[config.mk]
export PLATFORM = sky130hd
export DESIGN_NAME = capability_restrict_lru_cache_unit
export DESIGN_NICKNAME = d
export VERILOG_FILES = /design/src/sv/cru_pkg.sv /design/src/sv/capability_restrict_lru_cache_unit.sv /design/src/sv/cru_ram.sv /design/src/sv/cru_ctl.sv /design/src/sv/cru_dp.sv
export SDC_FILE = /design/constraint.sdc
export NUM_CORES = 2
export LEC_CHECK = 0
export BUFFER_PORTS_ARGS = -buffer_cell sky130_fd_sc_hd__buf_4
export CELL_PAD_IN_SITES_DETAIL_PLACEMENT = 1
export CELL_PAD_IN_SITES_GLOBAL_PLACEMENT = 2
export CORE_MARGIN = 3
export CORE_UTILIZATION = 55
export DETAILED_ROUTE_END_ITERATION = 7
export GPL_ROUTABILITY_DRIVEN = 1
export PLACE_DENSITY = 0.87
export SLEW_MARGIN = 10
export SYNTH_ARGS = -nofsm -noshare
export SYNTH_HDL_FRONTEND = slang
export SYNTH_SLANG_ARGS = --single-unit
[constraint.sdc]
create_clock -name clock -period 33.8 [get_ports clock]
set_clock_uncertainty 0.2 [all_clocks]
set_input_delay 1.69 -clock clock [delete_from_list [all_inputs] [get_ports clock]]
set_output_delay 1.69 -clock clock [all_outputs]
set_load 0.05 [all_outputs]
[src/sv/cru_pkg.sv]
`timescale 1ns / 1ps
// ----------------------------------------------------------------------------
// cru_pkg
// Shared widths, codes and controller interface types of the capability
// restrict cache.
// ----------------------------------------------------------------------------
package cru_pkg;

   // default store depth
   localparam int CACHE_ENTRIES_DEF = 16;

   // field widths
   localparam int PORT_W   = 48;
   localparam int OBJ_W    = 24;
   localparam int RIGHTS_W = 8;
   localparam int RANDOM_W = 48;
   localparam int MASK_W   = 8;
   localparam int CHECK_W  = 48;
   localparam int STATUS_W = 2;

   // stored entry: port, object, rights, random, reduced mask, check (low bit up)
   localparam int MATCH_W = PORT_W + OBJ_W + RIGHTS_W + RANDOM_W + MASK_W;
   localparam int ENTRY_W = MATCH_W + CHECK_W;

   // stream payload widths
   localparam int REQ_DATA_W = ENTRY_W;
   localparam int RSP_DATA_W = RIGHTS_W + CHECK_W;

   // reset value of the all-rights register
   localparam logic [RIGHTS_W-1:0] ALL_RIGHTS_RESET = 8'hFF;

   // command codes
   localparam logic CMD_LOOKUP = 1'b0;
   localparam logic CMD_FILL   = 1'b1;

   // result status codes
   localparam logic [STATUS_W-1:0] STATUS_TRIVIAL = 2'd0;
   localparam logic [STATUS_W-1:0] STATUS_HIT     = 2'd1;
   localparam logic [STATUS_W-1:0] STATUS_MISS    = 2'd2;
   localparam logic [STATUS_W-1:0] STATUS_STORED  = 2'd3;

   // controller to datapath
   typedef struct packed {
      logic load;        // latch the accepted word
      logic scan_clear;  // reset search results
      logic scan_rd;     // issue a search read
      logic upd_setup;   // latch target slot, write entry on fill
      logic upd_rd;      // issue an age update read
      logic out_load;    // load the result register
   } ctl_cmd_type;

   // datapath to controller
   typedef struct packed {
      logic is_fill;
      logic trivial;
      logic hit;
      logic out_free;
   } ctl_status_type;

endpackage

[src/sv/capability_restrict_lru_cache_unit.sv]
`timescale 1ns / 1ps
// ----------------------------------------------------------------------------
// capability_restrict_lru_cache_unit
// Fully associative LRU cache of rights-restricted capabilities.
// ----------------------------------------------------------------------------
// One word is taken at a time and answered with one result word. A lookup whose
// reduced mask removes no rights skips both sweeps. A lookup that misses makes
// the search sweep only; a hit or a fill makes a search sweep and then an age
// update sweep, over the entry and age memories, one entry per cycle. The store
// comes out of reset with every entry invalid and needs no clearing pass. The
// result register lets the next word be accepted while a result still waits to
// be taken.
// ----------------------------------------------------------------------------
module capability_restrict_lru_cache_unit #(
   parameter int CACHE_ENTRIES = cru_pkg::CACHE_ENTRIES_DEF
) (
   input  logic                            clock,
   input  logic                            reset,
   // request stream
   input  logic                            req_tvalid,
   output logic                            req_tready,
   // server_port, object_number, cap_rights, cap_random, rights_mask, fill_check
   input  logic [cru_pkg::REQ_DATA_W-1:0]  req_tdata,
   // cmd
   input  logic [0:0]                      req_tuser,
   // response stream
   output logic                            rsp_tvalid,
   input  logic                            rsp_tready,
   // result_rights, result_check
   output logic [cru_pkg::RSP_DATA_W-1:0]  rsp_tdata,
   // status
   output logic [cru_pkg::STATUS_W-1:0]    rsp_tuser,
   // all_rights_mask register
   input  logic                            csr_we,
   input  logic [cru_pkg::RIGHTS_W-1:0]    csr_wdata
);

   cru_pkg::ctl_cmd_type             cmd;
   cru_pkg::ctl_status_type          status;
   logic [$clog2(CACHE_ENTRIES)-1:0] rd_addr;

   // sequencer
   cru_ctl #(
      .CACHE_ENTRIES (CACHE_ENTRIES)
   ) u_ctl (
      .clock      (clock),
      .reset      (reset),
      .req_tvalid (req_tvalid),
      .req_tready (req_tready),
      .status     (status),
      .cmd        (cmd),
      .rd_addr    (rd_addr)
   );

   // datapath
   cru_dp #(
      .CACHE_ENTRIES (CACHE_ENTRIES)
   ) u_dp (
      .clock      (clock),
      .reset      (reset),
      .req_tdata  (req_tdata),
      .req_tuser  (req_tuser),
      .rsp_tvalid (rsp_tvalid),
      .rsp_tready (rsp_tready),
      .rsp_tdata  (rsp_tdata),
      .rsp_tuser  (rsp_tuser),
      .csr_we     (csr_we),
      .csr_wdata  (csr_wdata),
      .cmd        (cmd),
      .rd_addr    (rd_addr),
      .status     (status)
   );

endmodule

[src/sv/cru_ram.sv]
`timescale 1ns / 1ps
// ----------------------------------------------------------------------------
// cru_ram
// Generic simple dual-port RAM, one write and one registered read port.
// ----------------------------------------------------------------------------
module cru_ram #(
   parameter int WIDTH = 8,
   parameter int DEPTH = 16
) (
   input  logic                     clock,
   input  logic                     we,
   input  logic [$clog2(DEPTH)-1:0] waddr,
   input  logic [WIDTH-1:0]         wdata,
   input  logic [$clog2(DEPTH)-1:0] raddr,
   output logic [WIDTH-1:0]         rdata
);

   logic [WIDTH-1:0] mem_ff [DEPTH];
   logic [WIDTH-1:0] rdata_ff;

   // write port
   always_ff @(posedge clock) begin
      if (we) begin
         mem_ff[waddr] <= wdata;
      end
   end

   // registered read
   always_ff @(posedge clock) begin
      rdata_ff <= mem_ff[raddr];
   end

   assign rdata = rdata_ff;

endmodule

[src/sv/cru_ctl.sv]
`timescale 1ns / 1ps
// ----------------------------------------------------------------------------
// cru_ctl
// Sequencer of the capability restrict cache: accept, search sweep,
// age update sweep and result hand-off.
// ----------------------------------------------------------------------------
module cru_ctl #(
   parameter int CACHE_ENTRIES = cru_pkg::CACHE_ENTRIES_DEF
) (
   input  logic                             clock,
   input  logic                             reset,
   input  logic                             req_tvalid,
   output logic                             req_tready,
   input  cru_pkg::ctl_status_type          status,
   output cru_pkg::ctl_cmd_type             cmd,
   output logic [$clog2(CACHE_ENTRIES)-1:0] rd_addr
);

   localparam int IW = $clog2(CACHE_ENTRIES);
   localparam logic [IW-1:0] LAST_IDX = IW'(CACHE_ENTRIES - 1);

   localparam logic [2:0] ST_IDLE   = 3'd0;
   localparam logic [2:0] ST_PREP   = 3'd1;
   localparam logic [2:0] ST_SCAN   = 3'd2;
   localparam logic [2:0] ST_SDRAIN = 3'd3;
   localparam logic [2:0] ST_DECIDE = 3'd4;
   localparam logic [2:0] ST_UPD    = 3'd5;
   localparam logic [2:0] ST_UDRAIN = 3'd6;
   localparam logic [2:0] ST_FINISH = 3'd7;

   logic [2:0]    state_ff, state_in;
   logic [IW-1:0] cnt_ff, cnt_in;

   // next state and commands
   always_comb begin
      state_in   = state_ff;
      cnt_in     = cnt_ff;
      req_tready = 1'b0;
      cmd        = '0;
      case (state_ff)
         ST_IDLE: begin
            req_tready = 1'b1;
            if (req_tvalid) begin
               cmd.load = 1'b1;
               state_in = ST_PREP;
            end
         end
         ST_PREP: begin
            cmd.scan_clear = 1'b1;
            cnt_in         = '0;
            if (status.is_fill || !status.trivial) begin
               state_in = ST_SCAN;
            end else begin
               state_in = ST_FINISH;
            end
         end
         ST_SCAN: begin
            cmd.scan_rd = 1'b1;
            if (cnt_ff == LAST_IDX) begin
               cnt_in   = '0;
               state_in = ST_SDRAIN;
            end else begin
               cnt_in = cnt_ff + IW'(1);
            end
         end
         ST_SDRAIN: begin
            state_in = ST_DECIDE;
         end
         ST_DECIDE: begin
            if (status.is_fill || status.hit) begin
               cmd.upd_setup = 1'b1;
               state_in      = ST_UPD;
            end else begin
               state_in = ST_FINISH;
            end
         end
         ST_UPD: begin
            cmd.upd_rd = 1'b1;
            if (cnt_ff == LAST_IDX) begin
               cnt_in   = '0;
               state_in = ST_UDRAIN;
            end else begin
               cnt_in = cnt_ff + IW'(1);
            end
         end
         ST_UDRAIN: begin
            state_in = ST_FINISH;
         end
         ST_FINISH: begin
            if (status.out_free) begin
               cmd.out_load = 1'b1;
               state_in     = ST_IDLE;
            end
         end
         default: begin
            state_in = ST_IDLE;
         end
      endcase
   end

   assign rd_addr = cnt_ff;

   // state registers
   always_ff @(posedge clock) begin
      if (reset) begin
         state_ff <= ST_IDLE;
         cnt_ff   <= '0;
      end else begin
         state_ff <= state_in;
         cnt_ff   <= cnt_in;
      end
   end

endmodule

[src/sv/cru_dp.sv]
`timescale 1ns / 1ps
// ----------------------------------------------------------------------------
// cru_dp
// Datapath of the capability restrict cache: item and config registers,
// entry and age memories, search compare, age update and result register.
// ----------------------------------------------------------------------------
module cru_dp #(
   parameter int CACHE_ENTRIES = cru_pkg::CACHE_ENTRIES_DEF
) (
   input  logic                              clock,
   input  logic                              reset,
   input  logic [cru_pkg::REQ_DATA_W-1:0]    req_tdata,
   input  logic [0:0]                        req_tuser,
   output logic                              rsp_tvalid,
   input  logic                              rsp_tready,
   output logic [cru_pkg::RSP_DATA_W-1:0]    rsp_tdata,
   output logic [cru_pkg::STATUS_W-1:0]      rsp_tuser,
   input  logic                              csr_we,
   input  logic [cru_pkg::RIGHTS_W-1:0]      csr_wdata,
   input  cru_pkg::ctl_cmd_type              cmd,
   input  logic [$clog2(CACHE_ENTRIES)-1:0]  rd_addr,
   output cru_pkg::ctl_status_type           status
);

   localparam int IW = $clog2(CACHE_ENTRIES);
   localparam int AW = $clog2(CACHE_ENTRIES);
   localparam int CW = $clog2(CACHE_ENTRIES + 1);

   // field offsets inside a word and an entry
   localparam int OBJ_LO  = cru_pkg::PORT_W;
   localparam int RGT_LO  = OBJ_LO + cru_pkg::OBJ_W;
   localparam int RND_LO  = RGT_LO + cru_pkg::RIGHTS_W;
   localparam int MSK_LO  = RND_LO + cru_pkg::RANDOM_W;
   localparam int CHK_LO  = MSK_LO + cru_pkg::MASK_W;

   // item registers
   logic                            cmd_ff;
   logic [cru_pkg::PORT_W-1:0]      port_ff;
   logic [cru_pkg::OBJ_W-1:0]       obj_ff;
   logic [cru_pkg::RIGHTS_W-1:0]    rights_ff;
   logic [cru_pkg::RANDOM_W-1:0]    random_ff;
   logic [cru_pkg::MASK_W-1:0]      mask_ff;
   logic [cru_pkg::CHECK_W-1:0]     fchk_ff;
   logic [cru_pkg::RIGHTS_W-1:0]    arm_ff;

   always_ff @(posedge clock) begin
      if (cmd.load) begin
         cmd_ff    <= req_tuser[0];
         port_ff   <= req_tdata[OBJ_LO-1:0];
         obj_ff    <= req_tdata[RGT_LO-1:OBJ_LO];
         rights_ff <= req_tdata[RND_LO-1:RGT_LO];
         random_ff <= req_tdata[MSK_LO-1:RND_LO];
         mask_ff   <= req_tdata[CHK_LO-1:MSK_LO];
         fchk_ff   <= req_tdata[cru_pkg::ENTRY_W-1:CHK_LO];
      end
   end

   // all-rights register
   always_ff @(posedge clock) begin
      if (reset) begin
         arm_ff <= cru_pkg::ALL_RIGHTS_RESET;
      end else if (csr_we) begin
         arm_ff <= csr_wdata;
      end
   end

   // rights reduction
   logic [cru_pkg::RIGHTS_W-1:0] own;
   logic [cru_pkg::MASK_W-1:0]   red;
   logic                         is_fill;
   logic                         trivial;

   assign own     = rights_ff & arm_ff;
   assign red     = mask_ff & own;
   assign is_fill = (cmd_ff == cru_pkg::CMD_FILL);
   assign trivial = (red == own);

   // memories
   logic                         key_we;
   logic [IW-1:0]                key_waddr;
   logic [cru_pkg::ENTRY_W-1:0]  key_wdata;
   logic [cru_pkg::ENTRY_W-1:0]  key_rdata;
   logic                         age_we;
   logic [IW-1:0]                age_waddr;
   logic [AW-1:0]                age_wdata;
   logic [AW-1:0]                age_rdata;

   cru_ram #(
      .WIDTH (cru_pkg::ENTRY_W),
      .DEPTH (CACHE_ENTRIES)
   ) u_key_ram (
      .clock (clock),
      .we    (key_we),
      .waddr (key_waddr),
      .wdata (key_wdata),
      .raddr (rd_addr),
      .rdata (key_rdata)
   );

   cru_ram #(
      .WIDTH (AW),
      .DEPTH (CACHE_ENTRIES)
   ) u_age_ram (
      .clock (clock),
      .we    (age_we),
      .waddr (age_waddr),
      .wdata (age_wdata),
      .raddr (rd_addr),
      .rdata (age_rdata)
   );

   // read stage tracking
   logic          rd_vld_ff;
   logic          wb_vld_ff;
   logic [IW-1:0] stg_idx_ff;

   always_ff @(posedge clock) begin
      if (reset) begin
         rd_vld_ff <= 1'b0;
         wb_vld_ff <= 1'b0;
      end else begin
         rd_vld_ff <= cmd.scan_rd;
         wb_vld_ff <= cmd.upd_rd;
      end
   end

   always_ff @(posedge clock) begin
      stg_idx_ff <= rd_addr;
   end

   // valid bits
   logic [CACHE_ENTRIES-1:0] valid_ff;
   logic                     cur_valid;

   assign cur_valid = valid_ff[stg_idx_ff];

   // search results
   logic                         hit_ff;
   logic [AW-1:0]                best_ff;
   logic [IW-1:0]                hit_idx_ff;
   logic [cru_pkg::CHECK_W-1:0]  hit_check_ff;
   logic                         free_found_ff;
   logic [IW-1:0]                free_idx_ff;
   logic [CW-1:0]                count_ff;
   logic [AW-1:0]                old_best_ff;
   logic [IW-1:0]                old_idx_ff;
   logic                         key_match;

   assign key_match = (key_rdata[cru_pkg::MATCH_W-1:0] ==
                       {red, random_ff, rights_ff, obj_ff, port_ff});

   // search compare: youngest match, first free slot, oldest entry
   always_ff @(posedge clock) begin
      if (reset) begin
         hit_ff <= 1'b0;
      end else if (cmd.scan_clear) begin
         hit_ff <= 1'b0;
      end else if (rd_vld_ff && !is_fill && cur_valid && key_match &&
                   (!hit_ff || age_rdata < best_ff)) begin
         hit_ff <= 1'b1;
      end
   end

   always_ff @(posedge clock) begin
      if (cmd.scan_clear) begin
         free_found_ff <= 1'b0;
         count_ff      <= '0;
         old_best_ff   <= '0;
         old_idx_ff    <= '0;
      end else if (rd_vld_ff) begin
         if (!is_fill && cur_valid && key_match &&
             (!hit_ff || age_rdata < best_ff)) begin
            best_ff      <= age_rdata;
            hit_idx_ff   <= stg_idx_ff;
            hit_check_ff <= key_rdata[cru_pkg::ENTRY_W-1:CHK_LO];
         end
         if (cur_valid) begin
            count_ff <= count_ff + CW'(1);
         end else if (!free_found_ff) begin
            free_found_ff <= 1'b1;
            free_idx_ff   <= stg_idx_ff;
         end
         if (age_rdata >= old_best_ff) begin
            old_best_ff <= age_rdata;
            old_idx_ff  <= stg_idx_ff;
         end
      end
   end

   // target slot and age limit
   logic [IW-1:0] slot;
   logic [CW-1:0] limit;
   logic [IW-1:0] k_ff;
   logic [CW-1:0] limit_ff;

   always_comb begin
      if (!is_fill) begin
         slot  = hit_idx_ff;
         limit = CW'(best_ff);
      end else if (free_found_ff) begin
         slot  = free_idx_ff;
         limit = count_ff;
      end else begin
         slot  = old_idx_ff;
         limit = CW'(old_best_ff);
      end
   end

   always_ff @(posedge clock) begin
      if (cmd.upd_setup) begin
         k_ff     <= slot;
         limit_ff <= limit;
      end
   end

   // entry write on fill
   assign key_we    = cmd.upd_setup && is_fill;
   assign key_waddr = slot;
   assign key_wdata = {fchk_ff, red, random_ff, rights_ff, obj_ff, port_ff};

   always_ff @(posedge clock) begin
      if (reset) begin
         valid_ff <= '0;
      end else if (key_we) begin
         valid_ff[slot] <= 1'b1;
      end
   end

   // age write-back: target becomes youngest, younger ones age by one
   assign age_we    = wb_vld_ff;
   assign age_waddr = stg_idx_ff;

   always_comb begin
      if (stg_idx_ff == k_ff) begin
         age_wdata = '0;
      end else if (cur_valid && (CW'(age_rdata) < limit_ff)) begin
         age_wdata = age_rdata + AW'(1);
      end else begin
         age_wdata = age_rdata;
      end
   end

   // result register
   logic                          rsp_valid_ff;
   logic [cru_pkg::STATUS_W-1:0]  rsp_status_ff;
   logic [cru_pkg::RIGHTS_W-1:0]  rsp_rights_ff;
   logic [cru_pkg::CHECK_W-1:0]   rsp_check_ff;
   logic [cru_pkg::STATUS_W-1:0]  status_code;
   logic [cru_pkg::RIGHTS_W-1:0]  res_rights;
   logic [cru_pkg::CHECK_W-1:0]   res_check;
   logic                          out_free;

   always_comb begin
      res_rights = red;
      res_check  = '0;
      if (is_fill) begin
         status_code = cru_pkg::STATUS_STORED;
      end else if (trivial) begin
         status_code = cru_pkg::STATUS_TRIVIAL;
         res_rights  = rights_ff;
         res_check   = random_ff;
      end else if (hit_ff) begin
         status_code = cru_pkg::STATUS_HIT;
         res_check   = hit_check_ff;
      end else begin
         status_code = cru_pkg::STATUS_MISS;
      end
   end

   assign out_free = !rsp_valid_ff || rsp_tready;

   always_ff @(posedge clock) begin
      if (reset) begin
         rsp_valid_ff <= 1'b0;
      end else if (cmd.out_load) begin
         rsp_valid_ff <= 1'b1;
      end else if (rsp_tready) begin
         rsp_valid_ff <= 1'b0;
      end
   end

   always_ff @(posedge clock) begin
      if (cmd.out_load) begin
         rsp_status_ff <= status_code;
         rsp_rights_ff <= res_rights;
         rsp_check_ff  <= res_check;
      end
   end

   assign rsp_tvalid = rsp_valid_ff;
   assign rsp_tdata  = {rsp_check_ff, rsp_rights_ff};
   assign rsp_tuser  = rsp_status_ff;

   // status to controller
   assign status.is_fill  = is_fill;
   assign status.trivial  = trivial;
   assign status.hit      = hit_ff;
   assign status.out_free = out_free;

   // checks
   a_rsp_from_load: assert property (@(posedge clock) disable iff (reset)
      $rose(rsp_valid_ff) |-> $past(cmd.out_load))
      else $error("result valid rose without a result load");

   a_hit_valid: assert property (@(posedge clock) disable iff (reset)
      hit_ff |-> valid_ff[hit_idx_ff])
      else $error("recorded hit points at an invalid entry");

   a_no_write_in_scan: assert property (@(posedge clock) disable iff (reset)
      key_we |-> !rd_vld_ff)
      else $error("entry write overlaps a search read");

   a_upd_after_scan: assert property (@(posedge clock) disable iff (reset)
      cmd.upd_rd |-> !rd_vld_ff && !cmd.scan_rd)
      else $error("age update overlaps the search sweep");

endmodule
## Word level (Yosys, flattened, before mapping)

Memory sizes are Yosys's and may differ from the RTL's. A register that Yosys moved wholly into a read port is not among the register bits.
Cells that the tools add are included.

- Bitwise operators: 6
- $add $sub $neg: 3
- Multiplexer cells: 41
- Equal/unequal tests: 15
- Order comparisons: 6
- Reduce and logical (&&, ||, !) cells: 30

Operator list:

| operator | number |
|---|---|
| == test 136 bit | 1 |
| two-way mux 48 bit | 2 |
| two-way mux 4 bit | 7 |
| one-hot mux 3 bit (8 select lines) | 1 |
| two-way mux 1 bit | 18 |
| bitwise AND 8 bit | 2 |
| two-way mux 8 bit | 2 |
| bitwise OR 16 bit | 1 |
| two-way mux 3 bit | 5 |
| == test 3 bit, second input constant | 4 |
| logical AND 1 bit | 10 |
| < comparator 4 x 5 -> 1 bit, second input constant | 2 |
| adder 4 x 1 -> 4 bit, second input constant | 2 |
| == test 8 bit | 1 |
| one-hot mux 4 bit (2 select lines) | 1 |
| AND reduction 2 bit | 4 |
| AND reduction 4 bit | 2 |
| == test 3 x 2 -> 1 bit, second input constant | 2 |
| two-way mux 2 bit | 3 |
| inequality test 2 x 1 -> 1 bit, second input constant | 3 |
| adder 5 x 1 -> 5 bit, second input constant | 1 |
| < comparator 4 x 5 -> 1 bit | 1 |
| binary-select mux 1 bit (select 4 bit) | 1 |
| demux 1 bit (select 4 bit) | 1 |
| other kinds (14) | 24 |

- Logic and storage cells: 133
- Memory bits (writable): 3,008
- Output and inout bits: 60
- Memories: 2
- Register bits: 365

Memory list:

| name | words | width | read ports | clocked after memory_dff | wr ports | line | source |
|---|---|---|---|---|---|---|---|
| u_dp.u_key_ram.mem_ff | 16 | 184 | 1 | 1 | 1 | cru_ram.sv:18 | `logic [WIDTH-1:0] mem_ff [DEPTH];` |
| u_dp.u_age_ram.mem_ff | 16 | 4 | 1 | 1 | 1 | cru_ram.sv:18 |  |

## Logic depth before layout (Yosys ltp)

- Depth after elaboration: 7
- Mapped depth: 8

## Cells and area by module

From an unflattened synthesis, not the netlist that was laid out.

- Cell total of the unflattened synthesis: 6,007
- Area, all modules: 131,507.4 um^2

By module, submodules not included:

| module | instances | cells an instance | seq. area each (um^2) | area an instance (um^2) |
|---|---|---|---|---|
| cru_ram (u_dp.u_key_ram) | 1 | 4,805 | 92,088.3 | 114,094.4 |
| cru_dp | 1 | 1,008 | 10,289.9 | 14,274.9 |
| cru_ram (u_dp.u_age_ram) | 1 | 130 | 2,001.9 | 2,666.3 |
| cru_ctl | 1 | 64 | 140.1 | 471.7 |

## Least setup slack after synthesis

Ideal clock, no wire load.

- Path type: register to register
- Start point: register u_dp.port_ff[42] in the netlist's numbering
- End point: register u_dp.best_ff[0], enable pin
- Path slack: 22.500 ns
- Arrival time: 10.331 ns
- Required time: 32.831 ns
- Setup time: 0.769 ns
- Stages on the path, launching flop included: 7
- Path buffers: 0
- Period minus slack after synthesis: 11.300 ns
- Cell sequence: edfxtp_1 -> nor2b_1 -> a2111oi_0 -> nand3_1 -> nor3_1 -> nand4_1 -> a2111oi_0

- Word-level cells in the longest chain between the ends: 4

Ends and longest elaborated chain:

| item | line | source |
|---|---|---|
| start: declaration | cru_dp.sv:38 | `logic [cru_pkg::PORT_W-1:0] port_ff;` |
| start signal: assignment | cru_dp.sv:49 | `port_ff <= req_tdata[OBJ_LO-1:0];` |
| == test 136 bit | cru_dp.sv:149 | `assign key_match = (key_rdata[cru_pkg::MATCH_W-1:0] ==` |
| logical AND 1 bit (2 in a row) | cru_dp.sv:171 | `if (!is_fill && cur_valid && key_match &&` |
| AND reduction 3 bit (no source line) | n/a |  |
| end signal: assignment | cru_dp.sv:173 | `best_ff <= age_rdata;` |
| end: declaration | cru_dp.sv:139 | `logic [AW-1:0] best_ff;` |

Every way passes these cells.
A chain may end at the register's enable or synchronous reset.

## Worst setup path after layout

- Start point: register u_dp.free_found_ff
- End point: memory u_dp.u_key_ram.mem_ff[6][141] in the netlist's numbering, enable pin

- Word-level cells in the longest chain between the ends: 2

Ends and longest elaborated chain:

| item | line | source |
|---|---|---|
| start: declaration | cru_dp.sv:142 | `logic free_found_ff;` |
| start signal: assignment | cru_dp.sv:166 | `free_found_ff <= 1'b0;` |
| start signal: assignment | cru_dp.sv:180 | `free_found_ff <= 1'b1;` |
| two-way mux 4 bit | cru_dp.sv:200 | `end else if (free_found_ff) begin` |
| two-way mux 4 bit | cru_dp.sv:197 | `if (!is_fill) begin` |
| net u_dp.key_waddr[0] | cru_dp.sv:80 | `logic [IW-1:0] key_waddr;` |
| end: declaration | cru_ram.sv:18 |  |

The timed path passes the listed nets, and every way through them passes these cells.

==> metrics.log <==
INFO  metric power.share.clock = between 40 and 50%
INFO  metric post_synth_and_or_nand_nor_area_fraction = 1.648%
INFO  metric grt_overflow = 0
INFO  metric timing.hold.worst_path_depth = 0
INFO  metric worst_slew_margin_rel = between 10% and 20%
INFO  metric switching_share = between 20% and 30%
INFO  metric clock_tree.root_cell = sky130_fd_sc_hd__clkbuf_16
INFO  metric peakVddDrop = between 0.00005 and 0.00006 V
INFO  metric starting_density = 55.55%
INFO  metric synth_top_family_by_area = multiplexers
INFO  metric yosys.cell_count.top_type = sky130_fd_sc_hd__edfxtp_1
INFO  metric required = around 34 ns
INFO  metric reg2regPathDepth = 6
INFO  metric io_buffer_count = 257
INFO  metric pin_count = between 200 and 300
INFO  metric drtIter0Drc = just over 10000
INFO  metric finalWorstPathRequiredPeriod = between 5 and 6 ns
INFO  metric die_width = about 490 um
INFO  metric pwr_density_cell = between 60 and 70 nW/um^2
INFO  metric max-cap-violations = 0
INFO  metric finalHoldViolations = 0
INFO  metric synth_area_leader_cell = sky130_fd_sc_hd__edfxtp_1
INFO  metric share_of_the_synthesized_area_in_compound_gates_ao_oa_aoi_oai = less than 1%
INFO  metric reg2reg_to = u_dp.u_key_ram.mem_ff[6][141]$_DFFE_PP_
INFO  metric postSynthRegisterBits = approximately 3600
INFO  metric cts_tree = done
INFO  metric synth_common_cells = sky130_fd_sc_hd__edfxtp_1 (3320), sky130_fd_sc_hd__mux4_2 (942), sky130_fd_sc_hd__dfxtp_1 (241), sky130_fd_sc_hd__clkbuf_1 (157), sky130_fd_sc_hd__nor2b_1 (103)
INFO  metric min_from = u_dp.u_key_ram.rdata[172]$_DFF_P_
INFO  metric placedInstanceArea = around 140000 um^2
INFO  metric rsz0062_at_grt = no
INFO  metric asyncSetResetFlopFracSynth = 0%
INFO  metric num-nets-final = 6157
INFO  metric yosysWarningCount = 0
INFO  metric gp_routability_congestion = roughly 0.83
INFO  metric yosys.cell_types.count = between 40 and 50
INFO  metric yosysSeqAreaShare = 79.55%
INFO  metric first_global_vias = ~68000
INFO  metric worstSkewPairLatency = 1.00 ns
INFO  metric synth_area_leaders = sky130_fd_sc_hd__edfxtp_1 (76%), sky130_fd_sc_hd__mux4_2 (16%), sky130_fd_sc_hd__dfxtp_1 (3.7%), sky130_fd_sc_hd__xor2_1 (0.55%), sky130_fd_sc_hd__nor2b_1 (0.49%)
INFO  metric syn-instance-count = around 5500
INFO  metric crit_path_max_fanout = 48
INFO  metric worst_path_largest_cell_delay = roughly 0.94 ns
INFO  metric grt_util_all_layers = a little over 30%
INFO  metric design.die.area = 244800 um^2
INFO  metric syn_avg_cell_area = approximately 24 um^2
INFO  metric routed_wl = 373900 um
INFO  metric place.detailed.instances = just under 9000
INFO  metric design_area = between 100000 and 150000 um^2
INFO  metric placeableCoreArea = ~240000 um^2
INFO  metric rows = 178
INFO  metric p_comb_share = between 7 and 8%
INFO  metric grt_start_max_net_pins = ~150
INFO  metric power.internal = ~7.7 mW
INFO  metric dieHeight = about 500 um
INFO  metric path_common_cell = sky130_fd_sc_hd__buf_4
INFO  metric hold_buffers = 0
INFO  metric synth.area.mux_share = approximately 16%
INFO  metric timing_worst_setup_path_type = reg -> reg
INFO  metric syn_nets = 5677
INFO  metric grt_pass1_wl = 528400 um
INFO  metric total_power = around 10 mW
INFO  metric synthAdderAreaFrac = less than 1%
INFO  metric dp.final_hpwl = 189600 um
INFO  metric r2r-start = u_dp.free_found_ff$_SDFFE_PP0P_
INFO  metric element_type_at_the_critical_path_start = flop
INFO  metric route.detailed.vias_per_inst = between 6 and 7
INFO  metric power_frac_seq = a little over half
INFO  metric min_to = u_dp.hit_check_ff[36]$_DFFE_PP_
INFO  metric timing.critical_path.slowest_stage_cell = sky130_fd_sc_hd__buf_4
INFO  metric synth_xor_xnor_area_share = less than 1%
INFO  metric synth_largest_type_area_fraction = between 70% and 80%
INFO  metric vias = roughly 64000
INFO  metric min_path_type = reg -> reg
INFO  metric fin_setup_tns = 0 ns
INFO  metric clk_transition_reported_paths = ~0.060 ns
INFO  metric number_of_enable_flip_flop_cells_after_synthesis = approximately 3300
INFO  metric fmax = approximately 190 MHz
INFO  metric cts_made_buffers = around 360
INFO  metric wl_per_cell = approximately 40 um
INFO  metric cts_max_level = 5
INFO  metric post_synth_instance_area = approximately 130000 um^2
INFO  metric status = finished, final reports clean
INFO  metric cts-root-to-sink-buffers = 4
INFO  metric cts_setup_buffers = 0
INFO  metric cts-resized-gates = 0
INFO  metric flow.area_growth_from_synthesis = 13.59%
INFO  metric power_leakage = between 40 and 50 nW
INFO  metric cp_cell_sequence = mux2i_1 -> a21oi_1 -> or3_1 -> nor2_4 -> buf_4 -> buf_4
INFO  metric switching_component_of_the_power = 2.283 mW
INFO  metric setup.worst_path.end_class = flop
INFO  metric worst_setup_slack_for_register_to_register_paths = 28.52 ns
INFO  metric final-instance-count-excl-fill = about 9400
INFO  metric number_of_antenna_violations_at_the_first_check_in_global_routing = 24
INFO  metric synth_top_flop_cell = sky130_fd_sc_hd__edfxtp_1
INFO  metric clock_sink_total = approximately 3600
INFO  metric worst_slew_pin_slew = approximately 1.3 ns
INFO  metric drc = 0
INFO  metric final_antenna_net_count = 0
INFO  metric post_route_cells_drive_above_1_share = roughly 30%
INFO  metric setup_viol = 0
INFO  metric worst-endpoint-arrival = approximately 5.7 ns
INFO  metric layout_worst_path_cycle_share = roughly 16%
INFO  metric report.final.slew_viol_count = 0
INFO  metric drt-pass1-iter-count = 6
==> worst max-delay path: cells and delay by family (launching register included) <==
kind            cells  cell delay (ns)
buf+inv             2             1.84
simple gates        2             1.55
flops               1             0.66
compound gates      1             0.22
mux                 1             0.34
==> cell type report <==
type | instances | area, um^2
antenna | 8 | 20.02
clock inverter | 184 | 2092
clock buffer | 459 | 9672
tap | 3150 | 3941
fill | 18620 | 87280
timing repair buffer | 362 | 2955
multi-input combinational | 1628 | 25890
inverter | 35 | 131.4
sequential | 3561 | 104500
==> metrics by stage <==
step / hold slack (ns) / utilization (%) / setup slack [ns]
3_3_place_gp: 0.1906 / 58.11 / 28.73
4_1_cts: 0.2036 / 63.09 / 28.50
5_1_grt: 0.2122 / 63.09 / 28.31
3_5_place_dp: 0.1897 / 58.11 / 28.55
6_report: 0.2045 / 63.10 / 28.52
2_1_floorplan: 0.1290 / - / 22.50
==> power by group through the flow <==
stage	clock network [mW]	logic (mW)	registers, mW
finish	4.06	0.703	5.19
CTS	4.10	0.704	5.19
detailed placement	0	0.683	5.27
global placement	0	0.662	5.25
global route	4.28	0.739	5.21
floorplan	0	0.459	5.20
==> placed cells by master, fill, tap and decap left out, types with 26 or more instances in the layout <==
master	Yosys	final
sky130_fd_sc_hd__mux4_2	942	942
sky130_fd_sc_hd__buf_4	0	343
sky130_fd_sc_hd__clkbuf_1	157	71
sky130_fd_sc_hd__clkbuf_8	0	27
sky130_fd_sc_hd__xor2_1	83	83
sky130_fd_sc_hd__bufinv_16	0	45
sky130_fd_sc_hd__clkbuf_16	0	361
sky130_fd_sc_hd__edfxtp_1	3320	3320
sky130_fd_sc_hd__nand2_1	26	26
sky130_fd_sc_hd__nand3_1	28	28
sky130_fd_sc_hd__a21oi_1	35	34
sky130_fd_sc_hd__clkinv_1	0	53
sky130_fd_sc_hd__nand4_1	28	28
sky130_fd_sc_hd__clkinv_2	0	57
sky130_fd_sc_hd__dfxtp_1	241	237
sky130_fd_sc_hd__a22o_1	48	48
sky130_fd_sc_hd__nor2_1	101	84
sky130_fd_sc_hd__nor4_1	60	59
sky130_fd_sc_hd__inv_1	35	35
sky130_fd_sc_hd__nor2b_1	103	101
==> per-layer routing <==
layer  routed length [um]  vias up  GRT usage (%)
met5                  122        -              0
li1                     -    24200              -
met1               131700    34210          41.42
met3                40350      893          7.336
met4                17370       18          12.97
met2               184300     4923          49.34
==> state kept, by name, indices dropped and copies added, names as in the netlist, 16 cells and up <==
signal                 cells
u_dp.hit_check_ff         48
u_dp.u_key_ram.mem_ff   2944
u_dp.obj_ff               24
u_dp.u_age_ram.mem_ff     64
u_dp.u_key_ram.rdata     184
u_dp.valid_ff             16
u_dp.port_ff              48
u_dp.fchk_ff              48
u_dp.random_ff            48
u_dp.rsp_check_ff         48
==> worst max path at each step <==
stage,startpoint,endpoint,slack (ns)
floorplan,u_dp.port_ff[42]$_DFFE_PP_,u_dp.best_ff[0]$_DFFE_PP_,22.50
global placement,u_dp.free_found_ff$_SDFFE_PP0P_,u_dp.u_key_ram.mem_ff[6][138]$_DFFE_PP_,28.73
detailed placement,u_dp.free_found_ff$_SDFFE_PP0P_,u_dp.u_key_ram.mem_ff[6][138]$_DFFE_PP_,28.55
CTS,u_dp.free_found_ff$_SDFFE_PP0P_,u_dp.u_key_ram.mem_ff[6][28]$_DFFE_PP_,28.50
global route,u_dp.free_found_ff$_SDFFE_PP0P_,u_dp.u_key_ram.mem_ff[6][142]$_DFFE_PP_,28.31
finish,u_dp.free_found_ff$_SDFFE_PP0P_,u_dp.u_key_ram.mem_ff[6][141]$_DFFE_PP_,28.52
==> logic make-up after synthesis <==
kind of cell	after synthesis
multiplexers	958
AND/OR/NAND/NOR	404
XOR/XNOR	96
buffers and inverters	277
AO/OA/AOI/OAI	157
flip-flops	3561
adder cells (fa/ha/maj)	13
(Power assumes the default switching activity.)
